==> config.mk <==
export PLATFORM = sky130hd
export DESIGN_NAME = ivda_word_sum
export DESIGN_NICKNAME = d
export VERILOG_FILES = /design/src/rtl/core/int4_vector_distance_accumulator_defines.svh /design/src/rtl/core/ivda_pkg.sv /design/src/rtl/core/ivda_word_sum.sv
export SDC_FILE = /design/constraint.sdc
export NUM_CORES = 2
export LEC_CHECK = 0
export BUFFER_PORTS_ARGS = -buffer_cell sky130_fd_sc_hd__buf_2
export CORE_MARGIN = 8
export CORE_UTILIZATION = 30
export DETAILED_ROUTE_END_ITERATION = 8
export PLACE_DENSITY = 0.48
export SETUP_SLACK_MARGIN = 0.05
export SLEW_MARGIN = 20
export SYNTH_ARGS = -nofsm -noshare
export SYNTH_HDL_FRONTEND = slang
export SYNTH_SLANG_ARGS = --single-unit
==> constraint.sdc <==
create_clock -name vclk -period 20.2
set_clock_uncertainty 0.05 [all_clocks]
set_input_delay 2.02 -clock vclk [all_inputs]
set_output_delay 2.02 -clock vclk [all_outputs]
set_load 0.01 [all_outputs]
==> src/rtl/core/int4_vector_distance_accumulator_defines.svh <==
// Assertion macros for the RTL of the int4 vector distance accumulator.
// Both macros assume the enclosing module has clk_i and rst_ni.
`ifndef INT4_VECTOR_DISTANCE_ACCUMULATOR_DEFINES_SVH
`define INT4_VECTOR_DISTANCE_ACCUMULATOR_DEFINES_SVH

`ifndef NO_ASSERTIONS

// Consequent must hold in the same cycle as the antecedent.
`define IVDA_ASSERT_SAME(label, ante, cons) \
  label: assert property (@(posedge clk_i) disable iff (!rst_ni) (ante) |-> (cons)) \
    else $error("ivda: same-cycle check failed");

// Consequent must hold in the cycle after the antecedent.
`define IVDA_ASSERT_NEXT(label, ante, cons) \
  label: assert property (@(posedge clk_i) disable iff (!rst_ni) (ante) |=> (cons)) \
    else $error("ivda: next-cycle check failed");

`else

`define IVDA_ASSERT_SAME(label, ante, cons)
`define IVDA_ASSERT_NEXT(label, ante, cons)

`endif

`endif

==> src/rtl/core/ivda_pkg.sv <==
`timescale 1ns / 1ps

package ivda_pkg;

  localparam int unsigned WordW             = 64;
  localparam int unsigned NibbleW           = 4;
  localparam int unsigned NibblesPerWordDef = 16;
  localparam int unsigned ModeW             = 2;

  localparam int unsigned PrimaryW = 29;
  localparam int unsigned NormW    = 27;

  // Largest single-element contributions: (-8 - 7)^2 and (-8)^2.
  localparam int unsigned MaxSqDiff = 225;
  localparam int unsigned MaxSq     = 64;

  localparam logic signed [PrimaryW-1:0] PrimaryMax = {1'b0, {(PrimaryW-1){1'b1}}};
  localparam logic signed [PrimaryW-1:0] PrimaryMin = {1'b1, {(PrimaryW-1){1'b0}}};
  localparam logic [NormW-1:0]           NormMax    = {NormW{1'b1}};

  typedef enum logic [ModeW-1:0] {
    MODE_INNER_PRODUCT = 2'd0,
    MODE_SQ_L2         = 2'd1,
    MODE_IP_NORMS      = 2'd2
  } metric_mode_e;

  typedef struct packed {
    logic [WordW-1:0] left_word;
    logic [WordW-1:0] right_word;
    logic             last_word;
  } in_item_t;

  typedef struct packed {
    logic signed [PrimaryW-1:0] primary_sum;
    logic [NormW-1:0]           left_energy;
    logic [NormW-1:0]           right_energy;
    logic                       saturated;
  } result_t;

  typedef struct packed {
    logic         valid;
    logic         last;
    metric_mode_e mode;
  } stage_ctl_t;

  // Signed width of one word's primary sum (sign bit included).
  function automatic int unsigned prim_word_w(int unsigned nibbles);
    return $clog2(nibbles * MaxSqDiff + 1) + 1;
  endfunction

  // Unsigned width of one word's norm sum.
  function automatic int unsigned norm_word_w(int unsigned nibbles);
    return $clog2(nibbles * MaxSq + 1);
  endfunction

endpackage

==> src/rtl/core/ivda_word_sum.sv <==
`timescale 1ns / 1ps

module ivda_word_sum
  import ivda_pkg::*;
#(
  parameter int unsigned NIBBLES_PER_WORD = NibblesPerWordDef
) (
  input  logic [WordW-1:0]                                left_word_i,
  input  logic [WordW-1:0]                                right_word_i,
  input  metric_mode_e                                    mode_i,
  output logic signed [prim_word_w(NIBBLES_PER_WORD)-1:0] prim_word_o,
  output logic [norm_word_w(NIBBLES_PER_WORD)-1:0]        left_sq_word_o,
  output logic [norm_word_w(NIBBLES_PER_WORD)-1:0]        right_sq_word_o
);

  localparam int unsigned PrimWordW = prim_word_w(NIBBLES_PER_WORD);
  localparam int unsigned NormWordW = norm_word_w(NIBBLES_PER_WORD);
  localparam int unsigned TreeDepth = $clog2(NIBBLES_PER_WORD);
  localparam int unsigned Leaves    = 1 << TreeDepth;
  localparam int unsigned Nodes     = 2 * Leaves - 1;

  logic signed [PrimWordW-1:0] prim_node  [Nodes];
  logic [NormWordW-1:0]        left_node  [Nodes];
  logic [NormWordW-1:0]        right_node [Nodes];
  logic                        sq_sel;

  assign sq_sel = (mode_i == MODE_SQ_L2);

  // One lane per nibble; leaves beyond the nibble count contribute zero.
  for (genvar i = 0; i < Leaves; i++) begin : g_lane
    if (i < NIBBLES_PER_WORD) begin : g_used
      logic signed [NibbleW-1:0] a;
      logic signed [NibbleW-1:0] b;
      logic signed [NibbleW:0]   d;
      logic signed [7:0]         ip;
      logic [7:0]                sq;
      logic [6:0]                aa;
      logic [6:0]                bb;

      // (n xor 8) - 8 is the two's complement reading of the nibble.
      assign a  = left_word_i[NibbleW*i +: NibbleW];
      assign b  = right_word_i[NibbleW*i +: NibbleW];
      assign d  = a - b;
      assign ip = a * b;
      assign sq = d * d;
      assign aa = a * a;
      assign bb = b * b;

      assign prim_node[Leaves-1+i]  = sq_sel ? PrimWordW'($signed({1'b0, sq}))
                                             : PrimWordW'(ip);
      assign left_node[Leaves-1+i]  = NormWordW'(aa);
      assign right_node[Leaves-1+i] = NormWordW'(bb);
    end else begin : g_pad
      assign prim_node[Leaves-1+i]  = '0;
      assign left_node[Leaves-1+i]  = '0;
      assign right_node[Leaves-1+i] = '0;
    end
  end

  // Binary adder tree, heap ordered: node k sums nodes 2k+1 and 2k+2.
  for (genvar k = 0; k < Leaves - 1; k++) begin : g_tree
    assign prim_node[k]  = prim_node[2*k+1] + prim_node[2*k+2];
    assign left_node[k]  = left_node[2*k+1] + left_node[2*k+2];
    assign right_node[k] = right_node[2*k+1] + right_node[2*k+2];
  end

  assign prim_word_o     = prim_node[0];
  assign left_sq_word_o  = left_node[0];
  assign right_sq_word_o = right_node[0];

endmodule

Yosys cells after proc, flatten, opt, wreduce, memory -nomap -nowiden
Cells that the tools add are included.
Widths: inputs -> output; s select.
Word-level totals
  logic and storage cells: 142
  bits of input ports: 130
  register bits: 0
Cells by class
  $add $sub $neg: 61
  equality and inequality tests: 1
  multiply operators: 64
  multiplexer cells: 16
Operators by type and width (count)
  $mul 4x4->7: 32
  $mux 13: 16
  $add 13x13->13: 15
  $add 11x11->11: 14
  $add 7x7->8: 16
  $mul 4x4->8: 16
  $mul 5x5->8: 16
  $sub 4x4->5: 16
  $eq 2x1->1 const B: 1

Logic depth before layout (Yosys ltp)
  depth in word-level cells: 7
  gate-level depth with buffers: 39

Worst setup path before layout
Ideal clock, no wire load.
  kind: in2out
  from: input port left_word_i[15]
  to: output port prim_word_o[11]
  stages: 33
  setup slack: 7.680 ns
  arrival time: 10.450 ns
  data required time: 18.130 ns
  path through: buf_2 > inv_1 > ha_1 > nor3b_1 > a21oi_1 > inv_1 > nand2_1 > fa_1 > inv_1 > fa_1 > fa_1 > fa_1 > a21o_1 > a21oi_1 > xor2_1 > xnor2_1 > a21o_1 > fa_1 > inv_1 > fa_1 > inv_1 > fa_1 > fa_1 > fa_1 > inv_1 > fa_1 > inv_1 > ha_1 > o21a_1 > o32a_1 > a31o_1 > a21oi_2 > xnor2_1
On the way
  longest elaborated chain between the ends: 7
  elaborated cells between the ends (all ways): 8
RTL lines
  start, declared: RTL line ivda_word_sum.sv:8  | input logic [WordW-1:0] left_word_i,
  $sub 4x4->5: RTL line ivda_word_sum.sv:43  | assign d = a - b;
  $mul 5x5->8: RTL line ivda_word_sum.sv:45  | assign sq = d * d;
  $mux 13 *: RTL line ivda_word_sum.sv:49  | assign prim_node[Leaves-1+i] = sq_sel ? PrimWordW'($signed({1'b0, sq}))
  $add 13x13->13 * (4 in a row): RTL line ivda_word_sum.sv:62  | assign prim_node[k] = prim_node[2*k+1] + prim_node[2*k+2];
  end, declared: RTL line ivda_word_sum.sv:11  | output logic signed [prim_word_w(NIBBLES_PER_WORD)-1:0] prim_word_o,
Every way passes the cells marked *; elsewhere a longest branch is shown, timed or not.

Worst setup path in the final report
  from: input port left_word_i[51]
  to: output port prim_word_o[11]
Same word-level chain as after synthesis.

==> results.md <==
* Run status: finished clean
* Pre-Repair DR Iteration Count at 5
* Sequential fraction of the synthesis area at 0%
* Dominant cells by area after synthesis: sky130_fd_sc_hd__fa_1 36%, sky130_fd_sc_hd__ha_1 25%, sky130_fd_sc_hd__inv_1 8.5%
* Number of sequential storage elements at 0
* Post-synthesis average cell area at 8.97 um^2
* Most common cell on crit path: sky130_fd_sc_hd__fa_1
* Die W at 381 um
* Setup-violating endpoint count in the final report at 0
* Fraction of the mapped netlist area in simple logic gates at 11.5%
* Min Tclk post-route at 13.68 ns
* Post-DP HPWL at 99,600 um
* Starting density of the core at 30.1%
* Synthesized-area fraction occupied by adder cells at 60.8%
* Number of different library cells in the post-synthesis netlist at 44
* Largest stage delay on the critical path at 0.57 ns
* Compound-gate portion of the synthesized area at 7.44%
* Avg Vias per Cell at 4.42
* CTS resizes at 0
* Type of the worst min-delay path: in -> out
* Met3 track utilization from global routing at 1.78%
* Max-cap viol count at 0
* Input/output buffers at 165
* Critical path arrival at 11.61 ns
* Headroom to the max-slew limit at 44.2%
* DR WL/cell at 17.0 um
* Crit path launch type: primary input
* Dominant combinational cell family by area after synthesis: adder cells
* DRT Wirelength at 109,000 um
* Core Rows at 134
* Biggest area consumer among synthesized cells: sky130_fd_sc_hd__fa_1
* Sum of negative setup slack at 0 ns
* Die Footprint at 0.146 mm^2
* I/O Pins at 165
* Post-CTS repair timing setup buffer count at 0
* Maximum number of pins on one net before global-route repair at 110
* Final-report max-slew violation count at 0
* Fraction of layout instances using a drive strength above 1 at 4.65%
* Total gr overflow at 0
* Core box area at 0.133 mm^2
* Synth Instances at 4,468
* Fraction of post-synthesis cell area in the top cell type by area at 35.7%
* Crit end category: output port
* Number of clock-tree buffers in the layout at 0
* Crit path required time at 18.13 ns
* Height of the die at 381 um
* Endpoints failing hold at 0
* Critical path start-end classification: in -> out
* Via count of the routed design at 28,200
* Initial antenna violation count at 19
* FMAX at 73.1 MHz
* Antenna Nets Post-Route at 0
* Portion of the clock cycle consumed by the worst path in the final layout at 67.7%
* FF/Latch Area at 0 um^2
* Transition time of the tightest slew-check pin at 0.831 ns
* CP max stage cell: sky130_fd_sc_hd__fa_1
* Number of design-rule violations left by the first detailed-router iteration at 1,086
* Detailed-route DRC error count at 0
* Overall fraction of global-route tracks in use at 15.0%
* Area added between synthesis and finish at 7.34%
* Highest-utilization routing layer at the global route stage: met2
* Hold buffer count at CTS at 0
* Mapped Area at 0.0401 mm^2
* Mux cell area share after synthesis at 0.0999%
* Met1 track utilization from global routing at 21.1%
* RePlAce Congestion at 0.938
* First-pass GRT wire length at 173,000 um
* Vias in the first global route at 30,100
* Crit path buf inv count at 6
* Top fanout value on the critical path at 10
* Post-layout net count at 6,254
* Count of yosys warnings during synthesis at 0
* Cell family contributing the most delay on the critical path: adder cells
* RSZ-0062 raised after global routing: false
* Grt met2 use at 25.1%
* Xor/xnor cell area share of the yosys netlist at 10.9%
==> layer usage <==
metal  part of all wire (%)  up-vias
li1                       -    14100
met1                     47    13700
met2                     46      378
met3                    4.3       64
met4                    1.9        6
met5                  0.076        -
==> through the flow <==
step | cells | util, % | area, um^2 | worst slack [ns] | hold slack [ns]
6_report | 6379 | 32.4 | 43000 | 6.52 | 4.94
4_1_cts | 6370 | 32.3 | 43000 | 6.49 | 4.95
2_1_floorplan | 4498 | - | 40200 | 7.68 | 4.36
3_5_place_dp | 6370 | 32.3 | 43000 | 6.53 | 4.95
3_3_place_gp | 6370 | 32.3 | 43000 | 6.60 | 4.94
5_1_grt | 6375 | 32.3 | 43000 | 6.03 | 5.00
==> final timing paths <==
| kind | from | endpoint | slack [ns] | cells past startpoint |
|---|---|---|---|---|
| max | left_word_i[51] | prim_word_o[11] | 6.52 | 31 |
| min | left_word_i[4] | left_sq_word_o[0] | 4.94 | 5 |
==> cell usage after synthesis (all sizes together), types with 34 or more instances <==
cell,n
buf,34
xor2,166
xnor2,328
inv,909
a21o,177
nand2b,57
fa,714
nand2,409
nor2,217
ha,806
and2,112
o21ai,97
nor2b,91
a21oi,183
nand3,42
==> cells in the final DEF (no fill, tap or decap), types with 8 or more instances in the layout <==
master and count:
sky130_fd_sc_hd__a21o_1 177, sky130_fd_sc_hd__a21oi_1 180, sky130_fd_sc_hd__a31oi_1 17, sky130_fd_sc_hd__and2_1 112, sky130_fd_sc_hd__buf_2 165, sky130_fd_sc_hd__conb_1 32, sky130_fd_sc_hd__diode_2 9, sky130_fd_sc_hd__fa_1 714
sky130_fd_sc_hd__ha_1 806, sky130_fd_sc_hd__inv_1 909, sky130_fd_sc_hd__nand2_1 395, sky130_fd_sc_hd__nand2_2 14, sky130_fd_sc_hd__nand2b_1 56, sky130_fd_sc_hd__nand3_1 42, sky130_fd_sc_hd__nor2_1 216, sky130_fd_sc_hd__nor2b_1 89
sky130_fd_sc_hd__nor3b_1 16, sky130_fd_sc_hd__o21ai_0 83, sky130_fd_sc_hd__o21ai_1 14, sky130_fd_sc_hd__or2_2 21, sky130_fd_sc_hd__or3_1 8, sky130_fd_sc_hd__xnor2_1 328, sky130_fd_sc_hd__xor2_1 165
==> area by class of cell <==
type	instances	area, um^2
multi-input cells	3525	36500
well taps	1768	2210
fillers	14000	89900
inverters	909	3410
repair buffers	168	861
diodes	9	22.5
==> kinds of logic (layout without fill, tap and decap cells) <==
| kind of cell | count (synthesis) | in the layout |
|---|---|---|
| AOI/OAI and AO/OA | 488 | 488 |
| xor gates and xnor gates | 495 | 495 |
| adders and majority gates | 1520 | 1520 |
| buffers and inverters | 973 | 1077 |
| muxes | 4 | 4 |
| other | 2 | 41 |
| and+or+nand+nor | 986 | 986 |
==> worst min-delay path, delay by kind of cell <==
kind / cells / cell delay, ns
buffers and inverters: 2 / 0.41
adders and majority gates: 3 / 0.54
