===== src/rtl/core/int4_vector_distance_accumulator_defines.svh =====
// Assertion macros for the RTL of the int4 vector distance accumulator.
// Both macros assume the enclosing module has clk_i and rst_ni.
`ifndef INT4_VECTOR_DISTANCE_ACCUMULATOR_DEFINES_SVH
`define INT4_VECTOR_DISTANCE_ACCUMULATOR_DEFINES_SVH

`ifndef NO_ASSERTIONS

// Consequent must hold in the same cycle as the antecedent.
`define IVDA_ASSERT_SAME(label, ante, cons) \
  label: assert property (@(posedge clk_i) disable iff (!rst_ni) (ante) |-> (cons)) \
    else $error("ivda: same-cycle check failed");

// Consequent must hold in the cycle after the antecedent.
`define IVDA_ASSERT_NEXT(label, ante, cons) \
  label: assert property (@(posedge clk_i) disable iff (!rst_ni) (ante) |=> (cons)) \
    else $error("ivda: next-cycle check failed");

`else

`define IVDA_ASSERT_SAME(label, ante, cons)
`define IVDA_ASSERT_NEXT(label, ante, cons)

`endif

`endif


===== src/rtl/core/ivda_pkg.sv =====
`timescale 1ns / 1ps

package ivda_pkg;

  localparam int unsigned WordW             = 64;
  localparam int unsigned NibbleW           = 4;
  localparam int unsigned NibblesPerWordDef = 16;
  localparam int unsigned ModeW             = 2;

  localparam int unsigned PrimaryW = 29;
  localparam int unsigned NormW    = 27;

  // Largest single-element contributions: (-8 - 7)^2 and (-8)^2.
  localparam int unsigned MaxSqDiff = 225;
  localparam int unsigned MaxSq     = 64;

  localparam logic signed [PrimaryW-1:0] PrimaryMax = {1'b0, {(PrimaryW-1){1'b1}}};
  localparam logic signed [PrimaryW-1:0] PrimaryMin = {1'b1, {(PrimaryW-1){1'b0}}};
  localparam logic [NormW-1:0]           NormMax    = {NormW{1'b1}};

  typedef enum logic [ModeW-1:0] {
    MODE_INNER_PRODUCT = 2'd0,
    MODE_SQ_L2         = 2'd1,
    MODE_IP_NORMS      = 2'd2
  } metric_mode_e;

  typedef struct packed {
    logic [WordW-1:0] left_word;
    logic [WordW-1:0] right_word;
    logic             last_word;
  } in_item_t;

  typedef struct packed {
    logic signed [PrimaryW-1:0] primary_sum;
    logic [NormW-1:0]           left_energy;
    logic [NormW-1:0]           right_energy;
    logic                       saturated;
  } result_t;

  typedef struct packed {
    logic         valid;
    logic         last;
    metric_mode_e mode;
  } stage_ctl_t;

  // Signed width of one word's primary sum (sign bit included).
  function automatic int unsigned prim_word_w(int unsigned nibbles);
    return $clog2(nibbles * MaxSqDiff + 1) + 1;
  endfunction

  // Unsigned width of one word's norm sum.
  function automatic int unsigned norm_word_w(int unsigned nibbles);
    return $clog2(nibbles * MaxSq + 1);
  endfunction

endpackage


===== src/rtl/core/ivda_accum.sv =====
`timescale 1ns / 1ps
`include "int4_vector_distance_accumulator_defines.svh"

module ivda_accum
  import ivda_pkg::*;
#(
  parameter int unsigned NIBBLES_PER_WORD = NibblesPerWordDef
) (
  input  logic                                            clk_i,
  input  logic                                            rst_ni,
  input  stage_ctl_t                                      ctl_i,
  input  logic signed [prim_word_w(NIBBLES_PER_WORD)-1:0] prim_word_i,
  input  logic [norm_word_w(NIBBLES_PER_WORD)-1:0]        left_sq_word_i,
  input  logic [norm_word_w(NIBBLES_PER_WORD)-1:0]        right_sq_word_i,
  input  logic                                            out_ready_i,
  output logic                                            out_valid_o,
  output result_t                                         result_o,
  output logic                                            advance_o
);

  localparam int unsigned PrimWordW = prim_word_w(NIBBLES_PER_WORD);
  localparam int unsigned NormWordW = norm_word_w(NIBBLES_PER_WORD);

  stage_ctl_t                  s2_q;
  logic signed [PrimWordW-1:0] prim_q;
  logic [NormWordW-1:0]        left_q;
  logic [NormWordW-1:0]        right_q;

  logic signed [PrimaryW-1:0] prim_acc_q, prim_acc_d;
  logic [NormW-1:0]           left_acc_q, left_acc_d;
  logic [NormW-1:0]           right_acc_q, right_acc_d;
  logic                       sat_q, sat_d;
  logic                       out_valid_q, out_valid_d;
  result_t                    result_q, result_d;

  logic signed [PrimaryW:0]   prim_sum;
  logic [NormW:0]             left_total;
  logic [NormW:0]             right_total;
  logic                       prim_clamp, left_clamp, right_clamp;
  logic signed [PrimaryW-1:0] prim_new;
  logic [NormW-1:0]           left_new, right_new;
  logic                       sat_new;
  logic                       is_norms;
  logic                       advance;
  logic                       fire;

  // The whole pipeline moves unless a finished result is stuck in the output register.
  assign advance = !out_valid_q || out_ready_i;
  assign fire    = s2_q.valid && advance;

  always_ff @(posedge clk_i or negedge rst_ni) begin
    if (!rst_ni) begin
      s2_q <= '{valid: 1'b0, last: 1'b0, mode: MODE_INNER_PRODUCT};
    end else if (advance) begin
      s2_q <= ctl_i;
    end
  end

  always_ff @(posedge clk_i) begin
    if (advance && ctl_i.valid) begin
      prim_q  <= prim_word_i;
      left_q  <= left_sq_word_i;
      right_q <= right_sq_word_i;
    end
  end

  always_comb begin
    is_norms    = (s2_q.mode == MODE_IP_NORMS);
    prim_sum    = (PrimaryW + 1)'(prim_acc_q) + (PrimaryW + 1)'(prim_q);
    left_total  = (NormW + 1)'(left_acc_q) + (NormW + 1)'(left_q);
    right_total = (NormW + 1)'(right_acc_q) + (NormW + 1)'(right_q);

    // A sum outside the primary range shows as differing top two bits.
    prim_clamp  = prim_sum[PrimaryW] != prim_sum[PrimaryW-1];
    left_clamp  = left_total[NormW];
    right_clamp = right_total[NormW];

    if (prim_clamp) begin
      prim_new = prim_sum[PrimaryW] ? PrimaryMin : PrimaryMax;
    end else begin
      prim_new = prim_sum[PrimaryW-1:0];
    end
    left_new  = left_clamp ? NormMax : left_total[NormW-1:0];
    right_new = right_clamp ? NormMax : right_total[NormW-1:0];
    sat_new   = sat_q || prim_clamp || (is_norms && (left_clamp || right_clamp));
  end

  always_comb begin
    prim_acc_d  = prim_acc_q;
    left_acc_d  = left_acc_q;
    right_acc_d = right_acc_q;
    sat_d       = sat_q;
    result_d    = result_q;
    out_valid_d = out_valid_q && !out_ready_i;

    if (fire) begin
      if (s2_q.last) begin
        result_d = '{primary_sum:  prim_new,
                     left_energy:  is_norms ? left_new : '0,
                     right_energy: is_norms ? right_new : '0,
                     saturated:    sat_new};
        out_valid_d = 1'b1;
        prim_acc_d  = '0;
        left_acc_d  = '0;
        right_acc_d = '0;
        sat_d       = 1'b0;
      end else begin
        prim_acc_d = prim_new;
        sat_d      = sat_new;
        if (is_norms) begin
          left_acc_d  = left_new;
          right_acc_d = right_new;
        end
      end
    end
  end

  always_ff @(posedge clk_i or negedge rst_ni) begin
    if (!rst_ni) begin
      prim_acc_q  <= '0;
      left_acc_q  <= '0;
      right_acc_q <= '0;
      sat_q       <= 1'b0;
      out_valid_q <= 1'b0;
    end else begin
      prim_acc_q  <= prim_acc_d;
      left_acc_q  <= left_acc_d;
      right_acc_q <= right_acc_d;
      sat_q       <= sat_d;
      out_valid_q <= out_valid_d;
    end
  end

  always_ff @(posedge clk_i) begin
    result_q <= result_d;
  end

  assign out_valid_o = out_valid_q;
  assign result_o    = result_q;
  assign advance_o   = advance;

  `IVDA_ASSERT_NEXT(a_clear_after_result, fire && s2_q.last, prim_acc_q == '0 && left_acc_q == '0 && right_acc_q == '0 && !sat_q)
  `IVDA_ASSERT_NEXT(a_norms_zero_outside_mode, fire && s2_q.last && s2_q.mode != MODE_IP_NORMS, result_q.left_energy == '0 && result_q.right_energy == '0)
  `IVDA_ASSERT_NEXT(a_hold_on_stall, out_valid_q && !out_ready_i, $stable(prim_acc_q) && $stable(left_acc_q) && $stable(sat_q))
  `IVDA_ASSERT_NEXT(a_clamp_sets_flag, fire && !s2_q.last && prim_clamp, sat_q)

endmodule


===== config.mk =====
export PLATFORM = sky130hd
export DESIGN_NAME = ivda_accum
export DESIGN_NICKNAME = d
export VERILOG_FILES = /design/src/rtl/core/ivda_pkg.sv /design/src/rtl/core/ivda_accum.sv
export VERILOG_INCLUDE_DIRS = /design/src /design/src/rtl/core
export SDC_FILE = /design/constraint.sdc
export NUM_CORES = 1
export LEC_CHECK = 0
export ABC_AREA = 0
export BUFFER_PORTS_ARGS = -buffer_cell sky130_fd_sc_hd__buf_2
export CORE_MARGIN = 4
export CORE_UTILIZATION = 64
export CTS_CLUSTER_SIZE = 10
export DETAILED_ROUTE_END_ITERATION = 16
export PLACE_DENSITY = 0.91
export SYNTH_ARGS = -nofsm -noshare
export SYNTH_HDL_FRONTEND = slang
export SYNTH_SLANG_ARGS = --single-unit
export TNS_END_PERCENT = 10

===== constraint.sdc =====
create_clock -name clk_i -period 4.7 [get_ports clk_i]
set_input_delay 0.235 -clock clk_i [delete_from_list [all_inputs] [get_ports clk_i]]
set_output_delay 0.235 -clock clk_i [all_outputs]
set_load 0.05 [all_outputs]

After elaboration in Yosys (flattened, before gate mapping):

Cells that the tools add are included.

* register bits: 208
* latch bits: 0
* bits in writable memories: 0
* ROM bits: 0
* input port bits: 42
* output and inout port bits: 86
* logic and storage cells: 45
* memories kept: 0

* add/subtract/negate cells: 3
* multipliers: 0
* divide/modulo/power cells: 0
* magnitude comparators: 0
* eq/ne operators: 2
* shift-type cells: 0
* muxes and demuxes: 12
* bitwise gates (word level): 0
* reduce and logical (&&, ||, !) cells: 13

Operator list (count)
* $mux W27: 6
* $mux W29: 3
* $add A27 B11 Y28: 2
* $add A29 B13 Y30: 1
* $logic_and A1 B1 Y1: 4
* $logic_or A1 B1 Y1: 4
* $reduce_and A2 Y1: 2
* $mux W1: 3
* $eq A2 B2 Y1 const B: 1
* $logic_not A1 Y1: 2
* $reduce_bool A2 Y1: 1
* $ne A1 B1 Y1: 1

Logic depth before layout (Yosys ltp):

Gate-level depths: netlist of the first run.

* depth in word-level cells: 5
* mapped depth: 13
* gate-level depth less buffers: 12

Least setup slack after synthesis of the first run:

No wires, ideal clock.

* path kind: flip-flop to flip-flop
* from: register out_valid_q (netlist: out_valid_o)
* to: register result_q, in the netlist result_o[0], enable pin
* library setup time: 440 ps
* arrival time: 3412 ps
* required time: 4260 ps
* setup slack: 849 ps
* stages on the path, launching flop included: 6
* buffers on the path: 1
* period minus slack after synthesis: 3851 ps
* cell sequence: dfrtp_1 nand2b_1 clkbuf_1 and2_1 nand2_1 inv_1

* cells in the longest elaborated chain, start to end: 4

Ends and longest elaborated chain
* start, declared: line ivda_accum.sv:33 `logic out_valid_q, out_valid_d;`
* start signal, assigned: line ivda_accum.sv:130 `out_valid_q <= out_valid_d;`
* $logic_not A1 Y1: line ivda_accum.sv:48 `assign advance = !out_valid_q || out_ready_i;`
* $logic_or A1 B1 Y1: line ivda_accum.sv:48
* named net advance_o: line ivda_accum.sv:18 `output logic advance_o`
* $logic_and A1 B1 Y1: line ivda_accum.sv:49 `assign fire = s2_q.valid && advance;`
* $reduce_and A2 Y1 (no source line)
* end signal, assigned: line ivda_accum.sv:135 `result_q <= result_d;`
* end, declared: line ivda_accum.sv:34 `result_t result_q, result_d;`

The timed path passes the listed nets, and every way through them passes these cells.
A chain may end at the register's enable or synchronous reset.

Worst setup path in the final report of the first run:

* from: register prim_q[12]
* to: register prim_acc_q[5]

* cells in the longest elaborated chain, start to end: 4
* elaborated cells between the ends (all ways): 5
* classes of those cells: 1 x add/sub; 1 x eq/ne; 3 x mux

Ends and longest elaborated chain
* start, declared: line ivda_accum.sv:25 `logic signed [PrimWordW-1:0] prim_q;`
* start signal, assigned: line ivda_accum.sv:61 `prim_q <= prim_word_i;`
* $add A29 B13 Y30 (*): line ivda_accum.sv:69 `prim_sum = (PrimaryW + 1)'(prim_acc_q) + (PrimaryW + 1)'(prim_q);`
* $mux W29 / $ne A1 B1 Y1 (equally long branches): line ivda_accum.sv:79, ivda_accum.sv:74
* $mux W29 (*): line ivda_accum.sv:78 `if (prim_clamp) begin`
* named net prim_new[5]: line ivda_accum.sv:40 `logic signed [PrimaryW-1:0] prim_new;`
* $mux W29 (*): line ivda_accum.sv:97 `if (s2_q.last) begin`
* end signal, assigned: line ivda_accum.sv:126 `prim_acc_q <= prim_acc_d;`
* end, declared: line ivda_accum.sv:29 `logic signed [PrimaryW-1:0] prim_acc_q, prim_acc_d;`

The timed path passes the listed nets; every way through them passes the cells marked *.

==> results of run 1 <==
-- cells by family (layout without fill, tap and decap cells) --
kind of cell	after synthesis	after routing	synth area share, %
flops	208	208	52.2
fa+ha+maj	55	55	6.37
simple gates	307	307	12.3
xor+xnor	58	58	4.57
mux	5	5	0.495
compound gates	362	362	20.8
buf+inv	89	259	3.21
other cells	0	1	0
-- final timing paths --
kind	cells past startpoint	slack [ns]	endpoint	startpoint
max in group asynchronous	3	3.38	right_acc_q[14]$_DFFE_PN0P_	rst_ni
worst max-delay path	10	0.55	prim_acc_q[5]$_DFFE_PN0P_	prim_q[12]$_DFFE_PP_
worst max register to register	10	0.55	prim_acc_q[5]$_DFFE_PN0P_	prim_q[12]$_DFFE_PP_
worst min-delay path	3	0.25	out_valid_o$_DFF_PN0_	out_ready_i
min in group asynchronous	2	0.37	prim_acc_q[24]$_DFFE_PN0P_	rst_ni
worst min register to register	2	0.49	right_acc_q[5]$_DFFE_PN0P_	right_acc_q[5]$_DFFE_PN0P_
-- layer usage --
metal | vias up | wire, um | global-route usage, %
li1 | 4307 | - | -
met1 | 4521 | 11800 | 39.8
met2 | 518 | 14200 | 49.0
met3 | 80 | 2530 | 5.93
met4 | 0 | 989 | 11.5
met5 | - | 0 | 0
-- area by class of cell --
| class | instances | share of cell area [%] |
|---|---|---|
| tap | 220 | 2.11 |
| timing repair buffer | 179 | 8.65 |
| inverter | 34 | 0.988 |
| clock inverter | 3 | 0.173 |
| multi-input combinational | 787 | 38.2 |
| sequential | 208 | 44.5 |
| clock buffer | 43 | 5.39 |
| antenna | 1 | 0.0192 |
-- registers in the layout (all words and copies together) (netlist names) --
| register | flops |
|---|---|
| result_o | 84 |
| left_q | 11 |
| sat_q | 1 |
| right_acc_q | 27 |
| left_acc_q | 27 |
| s2_q | 4 |
| prim_q | 13 |
| right_q | 11 |
| out_valid_o | 1 |
| prim_acc_q | 29 |
-- through the flow --
step           hold WS (ns)  cells  total power [W]  util (%)  worst slack (ns)
4_1_cts               0.237   1474          0.00754      77.5             0.715
2_1_floorplan       -0.0606   1084          0.00503         -             0.849
6_report              0.246   1475          0.00763      77.5             0.553
3_3_place_gp          0.363   1388          0.00567      70.8             0.851
3_5_place_dp          0.369   1388          0.00578      70.8             0.727
5_1_grt               0.262   1474          0.00802      77.5             0.348
-- cell usage after synthesis, drive strengths merged (32+ instances only) --
master	count
nand3	32
a21oi	102
dfrtp	89
inv	34
ha	51
o21ai	110
nand2	99
nor2	104
edfxtp	119
a22o	34
clkbuf	42
xnor2	42
-- worst reg2reg max path, stage by stage (launching register included) --
cell       delay, ns
edfxtp_1        0.84
ha_1            0.41
a21oi_1         0.24
o21ai_1         0.17
a2111oi_2       0.45
o31ai_1         0.17
a21o_1          0.20
o21ai_2         0.28
a2bb2oi_4       0.65
o21ai_0         0.34
a22o_1          0.29
-- power groups by stage --
stage	clock network (W)	registers [W]	logic, W
floorplan	0	0.00306	0.00198
global placement	0	0.00261	0.00306
detailed placement	0	0.00261	0.00317
CTS	0.00175	0.00259	0.00321
global route	0.00184	0.00263	0.00356
finish	0.00174	0.00260	0.00329
==> flow_summary.toml, run 1 <==
[floorplan]
core_area_sq_um = 16800
dieArea_sq_um = 19500
die_h_um = 140
num_rows = 47
io_pins = 128
initial_core_util_pct = 66.1
die_x_um = 140

[synth]
yosysSeqAreaShare_pct = 52.2
synthArstFlopShare_pct = 42.8
synth_top_area_share_pct = 32.2
synthDistinctLibCells = 63
ys_seq_elements = 208
ys_top_cells_by_area = "edfxtp_1, dfrtp_1, ha_1"
synth_edf_count = 119
ys.flop_type = "edfxtp_1"
netlist_area_sq_um = 11100
yosys_warnings = 0
syn_nets = 1180
yosys.area.top_type = "edfxtp_1"
synthCells = 1084
avgSynthCellArea_sq_um = 10.3

[cells_and_area]
mostFrequentLayoutCells = "buf_2, edfxtp_1, nor2_1"
area_growth_pct = 17.3
multi_input_area_sq_um = 4980
fillers = 1076
final_common_cell = "buf_2"
layout-drive-gt1-share_pct = 15.9
regArea_sq_um = 5800
fin_nets = 1331
fin_area_sq_um = 13000

[timing]
post-route-period-util_pct = 88.2
hold_viol_final = 0
worst_pin_slew_ns = 1.02
min_period_ns = 4.15
slew_headroom_pct = 32.1
clock.fmax_mhz = 241
finalSetupViolCount = 0
tns_ns = 0
rsz0062_at_grt = "false"
drv_slew = 0
clock_skew_ns = 0.0203

[power_and_ir_drop]
ir_drop_v = 0.000553
clkPwrFrac_pct = 22.8
p_switching_w = 0.00313
p_int_w = 0.00450
powerDensity_nw_per_um2 = 585
p_leak_nw = 5.49
p_comb_share_pct = 43.1
power_switching_share_pct = 41.1
sequentialPowerShare_pct = 34.0

[clocking]
clock-sinks = 208
cts_root_buf = "clkbuf_16"
htreeDepth = 1
post_cts_resized = 0
cts_tree = "yes"
clock_latency_ns = 0.52
cts_max_path_buffers = 3
holdBufCountCts = 40
clkTransAtPathRegs_ns = 0.06
cts_buffers = 25
cts_setup_buffers = 0

[drt]
drt_wl_total_mm = 29.5
wl_per_cell_um = 20.0
postRouteAntennaNets = 0
via_per_inst = 6.39
drc = 0
drt_iter0_drc = 757
drt-pass1-iter-count = 5
num_vias = 9426

[grt]
grt-ovfl-total = 0
grt_usage_pct = 29.9
first_global_vias = 9386
grt_max_degree = 64
antenna_found_initial = 0
grt_pass1_wl_mm = 48.0

[setup_path]
worstPathRequired_ns = 5.10
path_cells = "ha_1, a21oi_1, o21ai_1, a2111oi_2, o31ai_1, a21o_1, o21ai_2, a2bb2oi_4, o21ai_0, a22o_1"
end_kind = "register"
slowest_delay_ns = 0.84
critPathTopFamily = "compound AO/OA/AOI/OAI gates"
cp.arrival_ns = 4.54
critPathKind = "reg2reg"
crit_fanout = 26
cp-start-kind = "register"
cp.buffers_inverters = 0
slowest_stage = "edfxtp_1"

[place]
finalWeightedCongestion = 0.923
place_area_sq_um = 11900
io_buffers = 127
dp.final_hpwl_mm = 18.5

[min_path]
hp-class = "in2reg"

[status]
status = "completed"

[run]
cap_violations = 0
(Power assumes the default switching activity.)
==> inputs of run 2 (changes only) <==
Settings changed: CELL_PAD_IN_SITES_DETAIL_PLACEMENT from default to 2, CELL_PAD_IN_SITES_GLOBAL_PLACEMENT from default to 2, CORE_UTILIZATION 64 to 41, CTS_CLUSTER_SIZE 10 to 20.
==> flow_summary.toml, run 2 (synthesized netlist as in run 1, its figures left out) <==
[setup_path]
end_kind = "register"
critPathTopFamily = "compound AO/OA/AOI/OAI gates"
rr_endpoint = "prim_acc_q[5]$_DFFE_PN0P_"
critPathKind = "reg2reg"
cp.arrival_ns = 4.75
slowest_stage = "edfxtp_1"
cp-startpoint = "prim_q[12]$_DFFE_PP_"
rr_startpoint = "prim_q[12]$_DFFE_PP_"
path_cells = "ha_1, a21oi_1, o21ai_1, a2111oi_2, o31ai_1, a21o_1, o21ai_2, a2bb2oi_4, o21ai_0, a22o_1"
crit_fanout = 26
slowest_delay_ns = 0.85
cp.buffers_inverters = 0
worstPathRequired_ns = 5.13
cp-start-kind = "register"
r2r_slack_ns = 0.38
r2r_cells = 10

[floorplan]
io_pins = 128
die_x_um = 173
num_rows = 60
core_area_sq_um = 26800
dieArea_sq_um = 29800
die_h_um = 173
initial_core_util_pct = 41.5

[clocking]
cts_buffers = 25
clkTransAtPathRegs_ns = 0.07
cts_tree = "yes"
cts_max_path_buffers = 3
clock-sinks = 208
htreeDepth = 1
post_cts_resized = 0
cts_root_buf = "clkbuf_16"
clock_latency_ns = 0.56

[grt]
grt_max_degree = 67
grt_use_met3_pct = 5.07
grtUsageMet2_pct = 51.4
grt_pass1_wl_mm = 68.6
busiest_layer = "met2"
use_met1_pct = 34.3
antenna_found_initial = 1
grt-ovfl-total = 0
first_global_vias = 11100
grt_usage_pct = 29.1

[cells_and_area]
final_common_cell = "buf_2"
finish.utilization_pct = 49.7
area_growth_pct = 19.8
fin_nets = 1329
fillers = 2691
antenna_cells = 0
largest_reg_flops = 84
layout-drive-gt1-share_pct = 16.9
mostFrequentLayoutCells = "buf_2, edfxtp_1, nor2_1"

[place]
io_buffers = 127
pre_cts_slack_ns = 0.668
finalWeightedCongestion = 0.888
dp.final_hpwl_mm = 25.9

[power_and_ir_drop]
p_comb_share_pct = 43.5
power_w = 0.00842
ir_drop_v = 0.000303
p_int_w = 0.00475
p_switching_w = 0.00367
powerDensity_nw_per_um2 = 632
sequentialPowerShare_pct = 31.5
clkPwrFrac_pct = 25.0
p_leak_nw = 5.57
power_switching_share_pct = 43.6

[timing]
rsz0062_at_grt = "false"
clock_skew_ns = 0.0330
hold_ws_ns = 0.00218
finalSetupViolCount = 0
slew_headroom_pct = 22.7
hold_viol_final = 0
clock.fmax_mhz = 231
finalWorstSetupSlack_ns = 0.378
post-route-period-util_pct = 92.0
tns_ns = 0
min_period_ns = 4.32
worst_pin_slew_ns = 1.16
drv_slew = 0

[drt]
drc = 0
via_per_inst = 6.21
postRouteAntennaNets = 0
wl_per_cell_um = 28.0
num_vias = 9887
drt_wl_total_mm = 44.6
drt_iter0_drc = 765
drt-pass1-iter-count = 6

[min_path]
hold_depth = 2
holdPathEnd = "s2_q[3]$_DFFE_PN0N_"
hp-class = "in2reg"
hold_start = "ctl_i[3]"

[run]
cap_violations = 0

[status]
status = "completed"
run 2: worst max-delay path by stage:
stage,to,slack [ns],cells after the start
6_report,prim_acc_q[5]$_DFFE_PN0P_,0.38,10
5_1_grt,prim_acc_q[5]$_DFFE_PN0P_,0.17,10
4_1_cts,prim_acc_q[5]$_DFFE_PN0P_,0.56,10
3_5_place_dp,prim_acc_q[6]$_DFFE_PN0P_,0.67,10
3_3_place_gp,prim_acc_q[3]$_DFFE_PN0P_,0.89,10
2_1_floorplan,result_o[0]$_DFFE_PP_,0.85,5
run 2: what timing repair did:
item,CTS,global route
buffers inserted,0,0
endpoints found under the setup margin,0,0
endpoints found under the hold margin,93,0
hold buffers,39,0
run 2: through the flow:
| step | cell area [sq um] | instances |
|---|---|---|
| after floorplan | 11100 | 1084 |
| after global placement | 12100 | 1508 |
| after detailed placement | 12100 | 1508 |
| after CTS | 13300 | 1593 |
| after global routing | 13300 | 1593 |
| final | 13300 | 1593 |
run 2: power by group through the flow:
| stage | Combinational [W] | Sequential (W) | Clock [W] |
|---|---|---|---|
| floorplan | 0.00198 | 0.00306 | 0 |
| global placement | 0.00312 | 0.00262 | 0 |
| detailed placement | 0.00336 | 0.00265 | 0 |
| CTS | 0.00347 | 0.00263 | 0.00209 |
| global route | 0.00390 | 0.00267 | 0.00220 |
| finish | 0.00366 | 0.00265 | 0.00211 |
run 2: final cells by class:
cell class                      instances  area, sq um  share of cell area [%]
Multi-Input combinational cell        787         4990                    37.5
Clock buffer                           31          678                    5.09
Timing Repair Buffer                  177         1110                    8.34
Tap cell                              341          427                    3.20
Sequential cell                       208         5800                    43.6
Inverter                               34          129                   0.968
Clock inverter                         15          180                    1.35
run 2: per-layer routing:
layer | part of all wire (%) | wire [um] | vias up
met3 | 5.1 | 2260 | 149
met4 | 5.5 | 2440 | 2
li1 | - | - | 4285
met5 | 0.029 | 13 | -
met2 | 50 | 22500 | 400
met1 | 39 | 17400 | 5051
run 2: worst reg2reg max path: stages (launching register included):
cell and delay (ns):
edfxtp_1 0.85, ha_1 0.44, a21oi_1 0.33, o21ai_1 0.18, a2111oi_2 0.45, o31ai_1 0.16, a21o_1 0.20, o21ai_2 0.27
a2bb2oi_4 0.67, o21ai_0 0.35, a22o_1 0.29
